## src/hw/rtl/hsv2rgb_pkg.sv

```systemverilog
// ----------------------------------------------------------------------------
// hsv2rgb_pkg
// Shared widths, limits, hue sector codes and the fixed-point reciprocal
// used to scale each colour channel to eight bits.
// ----------------------------------------------------------------------------
package hsv2rgb_pkg;

    localparam int HUE_W  = 11;
    localparam int PCT_W  = 7;
    localparam int HREL_W = 9;
    localparam int SV_W   = 14;
    localparam int WGT_W  = 6;
    localparam int PART_W = 20;
    localparam int NUM_W  = 24;
    localparam int QIN_W  = 18;
    localparam int CH_W   = 8;

    localparam logic signed [HUE_W-1:0] HUE_MAX = 11'sd360;
    localparam logic [PCT_W-1:0]        PCT_MAX = 7'd100;

    // floor(n / 625) == (n * RECIP) >> RECIP_SHIFT for every n below 2**QIN_W.
    localparam int RECIP_W     = 19;
    localparam int RECIP_SHIFT = 28;
    localparam int PROD_W      = QIN_W + RECIP_W;
    localparam logic [RECIP_W-1:0] RECIP = 19'd429497;
    localparam int PRE_SHIFT   = 6;

    typedef logic [2:0] sector_t;

    localparam sector_t SEC_CX0 = 3'd0;
    localparam sector_t SEC_XC0 = 3'd1;
    localparam sector_t SEC_0CX = 3'd2;
    localparam sector_t SEC_0XC = 3'd3;
    localparam sector_t SEC_X0C = 3'd4;
    localparam sector_t SEC_C0X = 3'd5;

endpackage

```

## src/hw/rtl/hsv2rgb_scale.sv

```systemverilog
// ----------------------------------------------------------------------------
// hsv2rgb_scale
// Divides a pre-shifted channel numerator by 625 through a multiplication
// by a rounded-up fixed-point reciprocal, exact for every numerator, giving the eight-bit channel value.
// ----------------------------------------------------------------------------
module hsv2rgb_scale
    import hsv2rgb_pkg::*;
(
    input  logic [QIN_W-1:0] num,
    output logic [CH_W-1:0]  chan
);

    logic [PROD_W-1:0] prod;

    assign prod = PROD_W'(num) * PROD_W'(RECIP);
    assign chan = prod[RECIP_SHIFT +: CH_W];

endmodule

```

## src/hw/rtl/hsv_to_rgb_converter_top.sv

```systemverilog
// ----------------------------------------------------------------------------
// hsv_to_rgb_converter_top
// Converts one HSV colour per transfer into eight-bit red, green and blue.
//
//  Channel   Dir  Fields (lowest bit first)
//  s_axis    in   tdata: hue_deg[10:0] sat_pct[17:11] val_pct[24:18]
//  m_axis    out  tdata: red[7:0] green[15:8] blue[23:16]; tuser: out_of_range
//
// One transfer is accepted every cycle while the output is not stalled; each
// result passes through the four register stages: stages 1 to 3 and the output register.
// The multiplier in the final stage sets the clock rate.
// Reset clears only the stage valid bits. Backpressure stalls each stage
// only when it is occupied, so bubbles are squeezed out during a stall.
// ----------------------------------------------------------------------------
module hsv_to_rgb_converter_top
    import hsv2rgb_pkg::*;
(
    input  logic        clk,
    input  logic        rst_n,
    input  logic        s_axis_tvalid,
    output logic        s_axis_tready,
    input  logic [31:0] s_axis_tdata,   // hue_deg, sat_pct, val_pct, zero pad
    output logic        m_axis_tvalid,
    input  logic        m_axis_tready,
    output logic [23:0] m_axis_tdata,   // red, green, blue
    output logic        m_axis_tuser    // out_of_range
);

    logic signed [HUE_W-1:0] hue_deg;
    logic [PCT_W-1:0]        sat_pct;
    logic [PCT_W-1:0]        val_pct;

    logic rdy1;
    logic rdy2;
    logic rdy3;
    logic rdy_o;

    // Stage 1: range check, sector, hue weight and S*V.
    logic                v1_reg,   v1_next;
    logic                err1_reg, err1_next;
    logic [SV_W-1:0]     sv1_reg,  sv1_next;
    logic [PCT_W-1:0]    val1_reg;
    logic [WGT_W-1:0]    w1_reg,   w1_next;
    sector_t             sec1_reg, sec1_next;
    logic [HREL_W-1:0]   h9;
    logic [PCT_W-1:0]    hm;
    logic [WGT_W-1:0]    hdist;

    // Stage 2: C, X and m.
    logic                v2_reg;
    logic                err2_reg;
    logic [PART_W-1:0]   c2_reg,   c2_next;
    logic [PART_W-1:0]   x2_reg,   x2_next;
    logic [PART_W-1:0]   m2_reg,   m2_next;
    sector_t             sec2_reg;

    // Stage 3: scaled channel numerators.
    logic                v3_reg;
    logic                err3_reg;
    logic [QIN_W-1:0]    q3_reg   [3];
    logic [QIN_W-1:0]    q3_next  [3];
    logic [PART_W-1:0]   part     [3];

    // Output register.
    logic                ov_reg;
    logic                oor_reg;
    logic [CH_W-1:0]     rgb_reg  [3];
    logic [CH_W-1:0]     rgb_next [3];

    assign hue_deg = $signed(s_axis_tdata[HUE_W-1:0]);
    assign sat_pct = s_axis_tdata[HUE_W +: PCT_W];
    assign val_pct = s_axis_tdata[HUE_W+PCT_W +: PCT_W];

    assign rdy_o = !ov_reg || m_axis_tready;
    assign rdy3  = !v3_reg || rdy_o;
    assign rdy2  = !v2_reg || rdy3;
    assign rdy1  = !v1_reg || rdy2;
    assign s_axis_tready = rdy1;

    assign v1_next   = s_axis_tvalid;
    assign err1_next = (hue_deg < 0) || (hue_deg > HUE_MAX)
                       || (sat_pct > PCT_MAX) || (val_pct > PCT_MAX);
    assign sv1_next  = SV_W'(sat_pct) * SV_W'(val_pct);
    assign h9        = hue_deg[HREL_W-1:0];

    always_comb
    begin
        if (h9 < 9'd120)
        begin
            hm = PCT_W'(h9);
        end
        else if (h9 < 9'd240)
        begin
            hm = PCT_W'(h9 - 9'd120);
        end
        else if (h9 < 9'd360)
        begin
            hm = PCT_W'(h9 - 9'd240);
        end
        else
        begin
            hm = '0;
        end

        if (hm >= 7'd60)
        begin
            hdist = WGT_W'(hm - 7'd60);
        end
        else
        begin
            hdist = WGT_W'(7'd60 - hm);
        end

        if (h9 < 9'd60)
        begin
            sec1_next = SEC_CX0;
        end
        else if (h9 < 9'd120)
        begin
            sec1_next = SEC_XC0;
        end
        else if (h9 < 9'd180)
        begin
            sec1_next = SEC_0CX;
        end
        else if (h9 < 9'd240)
        begin
            sec1_next = SEC_0XC;
        end
        else if (h9 < 9'd300)
        begin
            sec1_next = SEC_X0C;
        end
        else
        begin
            sec1_next = SEC_C0X;
        end
    end

    assign w1_next = WGT_W'(6'd60 - hdist);

    assign c2_next = PART_W'(sv1_reg) * PART_W'(6'd60);
    assign x2_next = PART_W'(sv1_reg) * PART_W'(w1_reg);
    assign m2_next = PART_W'(PART_W'(val1_reg) * PART_W'(13'd6000)) - c2_next;

    always_comb
    begin
        unique case (sec2_reg)
            SEC_CX0:
            begin
                part[0] = c2_reg;  part[1] = x2_reg;  part[2] = '0;
            end
            SEC_XC0:
            begin
                part[0] = x2_reg;  part[1] = c2_reg;  part[2] = '0;
            end
            SEC_0CX:
            begin
                part[0] = '0;      part[1] = c2_reg;  part[2] = x2_reg;
            end
            SEC_0XC:
            begin
                part[0] = '0;      part[1] = x2_reg;  part[2] = c2_reg;
            end
            SEC_X0C:
            begin
                part[0] = x2_reg;  part[1] = '0;      part[2] = c2_reg;
            end
            default:
            begin
                part[0] = c2_reg;  part[1] = '0;      part[2] = x2_reg;
            end
        endcase
    end

    // 255 / 600000 == 17 / (64 * 625): multiply by 17 and drop six bits here.
    generate
        for (genvar i = 0; i < 3; i++)
        begin : g_chan
            logic [PART_W-1:0] sum;
            logic [NUM_W-1:0]  num;

            assign sum        = part[i] + m2_reg;
            assign num        = (NUM_W'(sum) << 4) + NUM_W'(sum);
            assign q3_next[i] = num[PRE_SHIFT +: QIN_W];

            hsv2rgb_scale u_scale
            (
                .num  (q3_reg[i]),
                .chan (rgb_next[i])
            );
        end
    endgenerate

    always_ff @(posedge clk or negedge rst_n)
    begin
        if (!rst_n)
        begin
            v1_reg <= 1'b0;
            v2_reg <= 1'b0;
            v3_reg <= 1'b0;
            ov_reg <= 1'b0;
        end
        else
        begin
            if (rdy1)
            begin
                v1_reg <= v1_next;
            end
            if (rdy2)
            begin
                v2_reg <= v1_reg;
            end
            if (rdy3)
            begin
                v3_reg <= v2_reg;
            end
            if (rdy_o)
            begin
                ov_reg <= v3_reg;
            end
        end
    end

    always_ff @(posedge clk)
    begin
        if (rdy1)
        begin
            err1_reg <= err1_next;
            sv1_reg  <= sv1_next;
            val1_reg <= val_pct;
            w1_reg   <= w1_next;
            sec1_reg <= sec1_next;
        end
        if (rdy2)
        begin
            err2_reg <= err1_reg;
            c2_reg   <= c2_next;
            x2_reg   <= x2_next;
            m2_reg   <= m2_next;
            sec2_reg <= sec1_reg;
        end
        if (rdy3)
        begin
            err3_reg <= err2_reg;
            q3_reg   <= q3_next;
        end
        if (rdy_o)
        begin
            oor_reg <= err3_reg;
            for (int i = 0; i < 3; i++)
            begin
                rgb_reg[i] <= err3_reg ? '0 : rgb_next[i];
            end
        end
    end

    assign m_axis_tvalid = ov_reg;
    assign m_axis_tdata  = {rgb_reg[2], rgb_reg[1], rgb_reg[0]};
    assign m_axis_tuser  = oor_reg;

`ifndef SYNTHESIS
    // A valid colour never has a sector code outside the six sectors.
    a_sector_code: assert property (@(posedge clk) disable iff (!rst_n)
        v1_reg && !err1_reg |-> sec1_reg <= SEC_C0X)
        else $error("hue sector code out of range");

    a_hue_weight: assert property (@(posedge clk) disable iff (!rst_n)
        v1_reg && !err1_reg |-> w1_reg <= 6'd60)
        else $error("hue weight above sixty");

    // C plus m is the full value V * 6000 and so never exceeds the scale.
    a_full_scale: assert property (@(posedge clk) disable iff (!rst_n)
        v2_reg && !err2_reg |-> (21'(c2_reg) + 21'(m2_reg)) <= 21'd600000)
        else $error("channel numerator exceeds full scale");

    a_err_black: assert property (@(posedge clk) disable iff (!rst_n)
        m_axis_tvalid && m_axis_tuser |-> m_axis_tdata == 24'd0)
        else $error("out-of-range transfer carries a non-zero colour");

    // Stage 3, when held, must not lose its item to the next cycle.
    a_stall_keep: assert property (@(posedge clk) disable iff (!rst_n)
        v3_reg && !rdy3 |=> v3_reg)
        else $error("stalled stage dropped its item");
`endif

endmodule
```

## config.mk

```make
export PLATFORM = sky130hd
export DESIGN_NAME = hsv_to_rgb_converter_top
export DESIGN_NICKNAME = d
export VERILOG_FILES = /design/src/hw/rtl/hsv2rgb_pkg.sv /design/src/hw/rtl/hsv2rgb_scale.sv /design/src/hw/rtl/hsv_to_rgb_converter_top.sv
export SDC_FILE = /design/constraint.sdc
export NUM_CORES = 2
export LEC_CHECK = 0
export BUFFER_PORTS_ARGS = -buffer_cell sky130_fd_sc_hd__buf_4
export CAP_MARGIN = 10
export CORE_MARGIN = 3
export CORE_UTILIZATION = 55
export CTS_CLUSTER_SIZE = 40
export DETAILED_ROUTE_END_ITERATION = 10
export PLACE_DENSITY = 0.74
export SETUP_SLACK_MARGIN = 0.05
export SLEW_MARGIN = 20
export SYNTH_ARGS = -nofsm -noshare
export SYNTH_HDL_FRONTEND = slang
export SYNTH_SLANG_ARGS = --single-unit
```

## constraint.sdc

```tcl
create_clock -name clk -period 6.2 [get_ports clk]
set_input_delay 0.62 -clock clk [delete_from_list [all_inputs] [get_ports clk]]
set_output_delay 0.62 -clock clk [all_outputs]
set_load 0.005 [all_outputs]
```

==> reports/summary.log <==
qor: outcome.status complete, no violations
qor: synthesis.synth_warnings 0
qor: floorplanning.io_pins 63
qor: timing.max-slew-margin-rel 47.4%
qor: worst_hold_path.worst_hold_path.endpoint v1_reg
qor: critical_path.timing.critical_path.slowest_cell_delay 0.52 ns
qor: clock_tree.max-clock-path-buffers 2
qor: layout.number_of_inserted_filler_cells_in_the_final_layout 5186
qor: layout.diodes 0
qor: timing.timing.final.setup_violations 0
qor: timing.worst_clock_skew 0.0153 ns
qor: placed_design.gp_routability_congestion 0.950
qor: floorplanning.dieHeight 258 µm
qor: placed_design.post-dp-hpwl 63900 µm
qor: timing.period_share 95.7%
qor: placed_design.port_buffers 55
qor: clock_tree.root_buffer sky130_fd_sc_hd__clkbuf_16
qor: clock_tree.htreeDepth 4
qor: synthesis.synth.cell_area 34900 µm²
qor: detailed_routing.dr.pass1.iters 5
qor: layout.final_layout_size_suffix_gt1_share 6.40%
qor: detailed_routing.drt.antenna.violating_nets 0
qor: synthesis.synth_enable_flop_cells 170
qor: layout.layout_commonest_cell sky130_fd_sc_hd__inv_1
qor: synthesis.syn-num-nets 4681
qor: critical_path.timing.setup.critical_path_class reg -> reg
qor: clock_tree.clk_latency 0.49 ns
qor: global_route.gr-usage-all-layers 23.2%
qor: synthesis.postSynth.topFlopCell sky130_fd_sc_hd__edfxtp_1
qor: synthesis.cells_after_synth 3471
qor: timing.max_slew.worst_pin.slew 0.789 ns
qor: clock_tree.cts_buffers 17
qor: floorplanning.die_area 66500 µm²
qor: global_route.gr-total-overflow 0
qor: layout.footprint_of_the_multi_input_gates 26500 µm²
qor: detailed_routing.first_iter_violations 1218
qor: timing.grt_setup_unrepaired false
qor: critical_path.cp_num_buf_inv 3
qor: timing.worst_hold_slack 0.316 ns
qor: layout.area_growth_syn_to_layout 7.56%
qor: clock_tree.cts_tree done
qor: detailed_routing.drc 0
qor: floorplanning.chipWidth 258 µm
qor: critical_path.critical-path-top-delay-family adder cells
qor: synthesis.async_flop_share 2.30%
qor: critical_path.timing.critical_path.from_type flip-flop
qor: global_route.first_global_vias 25200
qor: timing.timing.fmax 169 MHz
qor: worst_hold_path.timing.hold.worst.start s_axis_tvalid
qor: worst_hold_path.worst_hold_path_type in -> reg
qor: synthesis.synth_seq_area_share 14.9%
qor: critical_path.worstSetupEndpointType flip-flop
qor: critical_path.worstReg2RegStart q3_reg[35]
qor: critical_path.path_common_cell sky130_fd_sc_hd__fa_1
qor: detailed_routing.routed_wirelength 73200 µm
qor: critical_path.cp.required 6.43 ns
qor: synthesis.post_synth_num_cell_types 86
qor: timing.timing_max_transition_violations_final 0
qor: clock_tree.clkSlewWorstSetupHoldPaths 0.08 ns
qor: floorplanning.coreArea 62300 µm²
qor: layout.final-seq-area 5200 µm²
qor: worst_hold_path.hold-path-cell-count 2
qor: timing.fin_setup_tns 0 ns
qor: floorplanning.start_util 56.0%
qor: critical_path.timing.rr.end rgb_reg[0][15]
qor: job.drv_cap 0
qor: layout.most-common-layout-cells sky130_fd_sc_hd__inv_1, sky130_fd_sc_hd__ha_1, sky130_fd_sc_hd__fa_1
qor: floorplanning.row_count 91
qor: detailed_routing.vias_per_cell 5.35
qor: synthesis.synthesis.area_per_instance 10.1 µm²
qor: critical_path.timing.critical_path.arrival 6.16 ns
qor: layout.num-nets-final 4809
qor: global_route.grt_pass1_wl 124000 µm
qor: global_route.antenna_found_initial 0
qor: critical_path.reg2reg_depth 19
qor: detailed_routing.vias 23800
qor: critical_path.path_max_fanout 4
qor: global_route.grt_start_max_net_pins 61
qor: clock_tree.cts_sinks 174
qor: critical_path.setup_slack_on_the_worst_flop_to_flop_path 0.27 ns
qor: detailed_routing.route.detailed.wl_per_inst 16.5 µm
qor: timing.min_period 5.93 ns
qor: critical_path.critical_path.slowest_cell sky130_fd_sc_hd__fa_1
qor: critical_path.crit_chain buf_4, fa_1, fa_1, fa_1, fa_1, inv_1, fa_1, inv_1, fa_1, ha_1, a21oi_1, o21ai_0, a221o_1, a21oi_2, o211a_1, o311ai_2, o31ai_1, xnor2_1, nor2_1
qor: layout.flip_flop_count_of_the_largest_register_after_layout 54
qor: timing.timing_hold_violations_final 0
qor: synthesis.register_bit_total_from_synthesis 174
cells in the mapped netlist, types with 6 or more instances:
| cell type | instances | area, µm² |
|---|---|---|
| sky130_fd_sc_hd__a21oi_1 | 124 | 621 |
| sky130_fd_sc_hd__o31ai_1 | 10 | 75.1 |
| sky130_fd_sc_hd__o2111ai_1 | 6 | 52.6 |
| sky130_fd_sc_hd__and3_1 | 15 | 93.8 |
| sky130_fd_sc_hd__nor3b_1 | 6 | 45.0 |
| sky130_fd_sc_hd__fa_1 | 502 | 10000 |
| sky130_fd_sc_hd__o21ai_0 | 65 | 325 |
| sky130_fd_sc_hd__nand2b_1 | 20 | 125 |
| sky130_fd_sc_hd__o21bai_1 | 14 | 105 |
| sky130_fd_sc_hd__o21ai_1 | 7 | 35.0 |
| sky130_fd_sc_hd__a31oi_1 | 15 | 93.8 |
| sky130_fd_sc_hd__or2_2 | 11 | 68.8 |
| sky130_fd_sc_hd__nor3_1 | 48 | 240 |
| sky130_fd_sc_hd__xor2_1 | 59 | 517 |
| sky130_fd_sc_hd__ha_1 | 672 | 8410 |
| sky130_fd_sc_hd__a21o_1 | 57 | 428 |
| sky130_fd_sc_hd__nand3_1 | 30 | 150 |
| sky130_fd_sc_hd__clkbuf_1 | 20 | 75.1 |
| sky130_fd_sc_hd__xnor2_1 | 131 | 1150 |
| sky130_fd_sc_hd__a311oi_1 | 7 | 61.3 |
| sky130_fd_sc_hd__edfxtp_1 | 170 | 5100 |
| sky130_fd_sc_hd__o21a_1 | 30 | 225 |
| sky130_fd_sc_hd__nor2_1 | 143 | 537 |
| sky130_fd_sc_hd__a211oi_1 | 13 | 97.6 |
| sky130_fd_sc_hd__inv_1 | 851 | 3190 |
| sky130_fd_sc_hd__nand4_1 | 17 | 106 |
| sky130_fd_sc_hd__nand2_1 | 144 | 541 |
| sky130_fd_sc_hd__nor2b_1 | 22 | 138 |
| sky130_fd_sc_hd__a2111oi_0 | 6 | 52.6 |
| sky130_fd_sc_hd__a22o_1 | 50 | 438 |
| sky130_fd_sc_hd__and2_1 | 63 | 394 |
| sky130_fd_sc_hd__or3_1 | 17 | 106 |
| sky130_fd_sc_hd__o211ai_1 | 17 | 128 |
worst max path at each step:
stage,start,end,slack (ns),cells past startpoint
detailed placement,q3_reg[53],rgb_reg[0][7],-0.01,20
CTS,q3_reg[15],rgb_reg[0][22],0.05,21
global placement,q3_reg[51],rgb_reg[0][7],0.12,20
floorplan,q3_reg[51],rgb_reg[0][5],0.29,19
global route,val1_reg[6],m2_reg[19],0.04,22
finish,q3_reg[35],rgb_reg[0][15],0.27,19
metal layers:
layer	part of all wire, %	GRT usage (%)
met5	0	0
met4	2.0	5.50
met3	3.5	3.20
met2	49	40.1
met1	46	31.2
cell type report:
class | count | share of cell area (%)
Sequential cell | 174 | 13.9
Timing Repair Buffer | 136 | 2.74
Tap cell | 837 | 2.79
Inverter | 852 | 8.52
Clock inverter | 13 | 0.340
Multi-Input combinational cell | 2418 | 70.6
Clock buffer | 19 | 1.15
what timing repair did:
item,in CTS,in global routing
endpoints found under the setup margin,2,20
hold buffers,1,0
resized for setup,1,32
endpoints found under the hold margin,4,0
buffers inserted,0,31
pin swaps,0,16
metrics by stage:
step                instance area, µm²  instances  setup WS [ns]  utilization (%)
global route                     37500       4449         0.0450             60.3
CTS                              37200       4418         0.0507             59.7
floorplan                        34900       3471          0.289                -
global placement                 36600       4385          0.124             58.8
finish                           37500       4449          0.269             60.3
detailed placement               36600       4385        -0.0123             58.8
logic make-up (layout without fill, tap and decap cells):
kind of cell | count (synthesis) | in the layout | share of synthesized area [%]
flip-flops | 174 | 174 | 14.9
buffers and inverters | 879 | 1020 | 9.53
AND/OR/NAND/NOR | 556 | 556 | 7.77
adder cells (fa/ha/maj) | 1174 | 1174 | 52.9
XOR/XNOR | 191 | 191 | 4.83
AO/OA/AOI/OAI | 494 | 494 | 9.94
multiplexers | 3 | 3 | 0.108
Power is left out: the tool's default activity adds up to more than one toggle a clock period on the data nets, which glitch-free logic cannot reach.
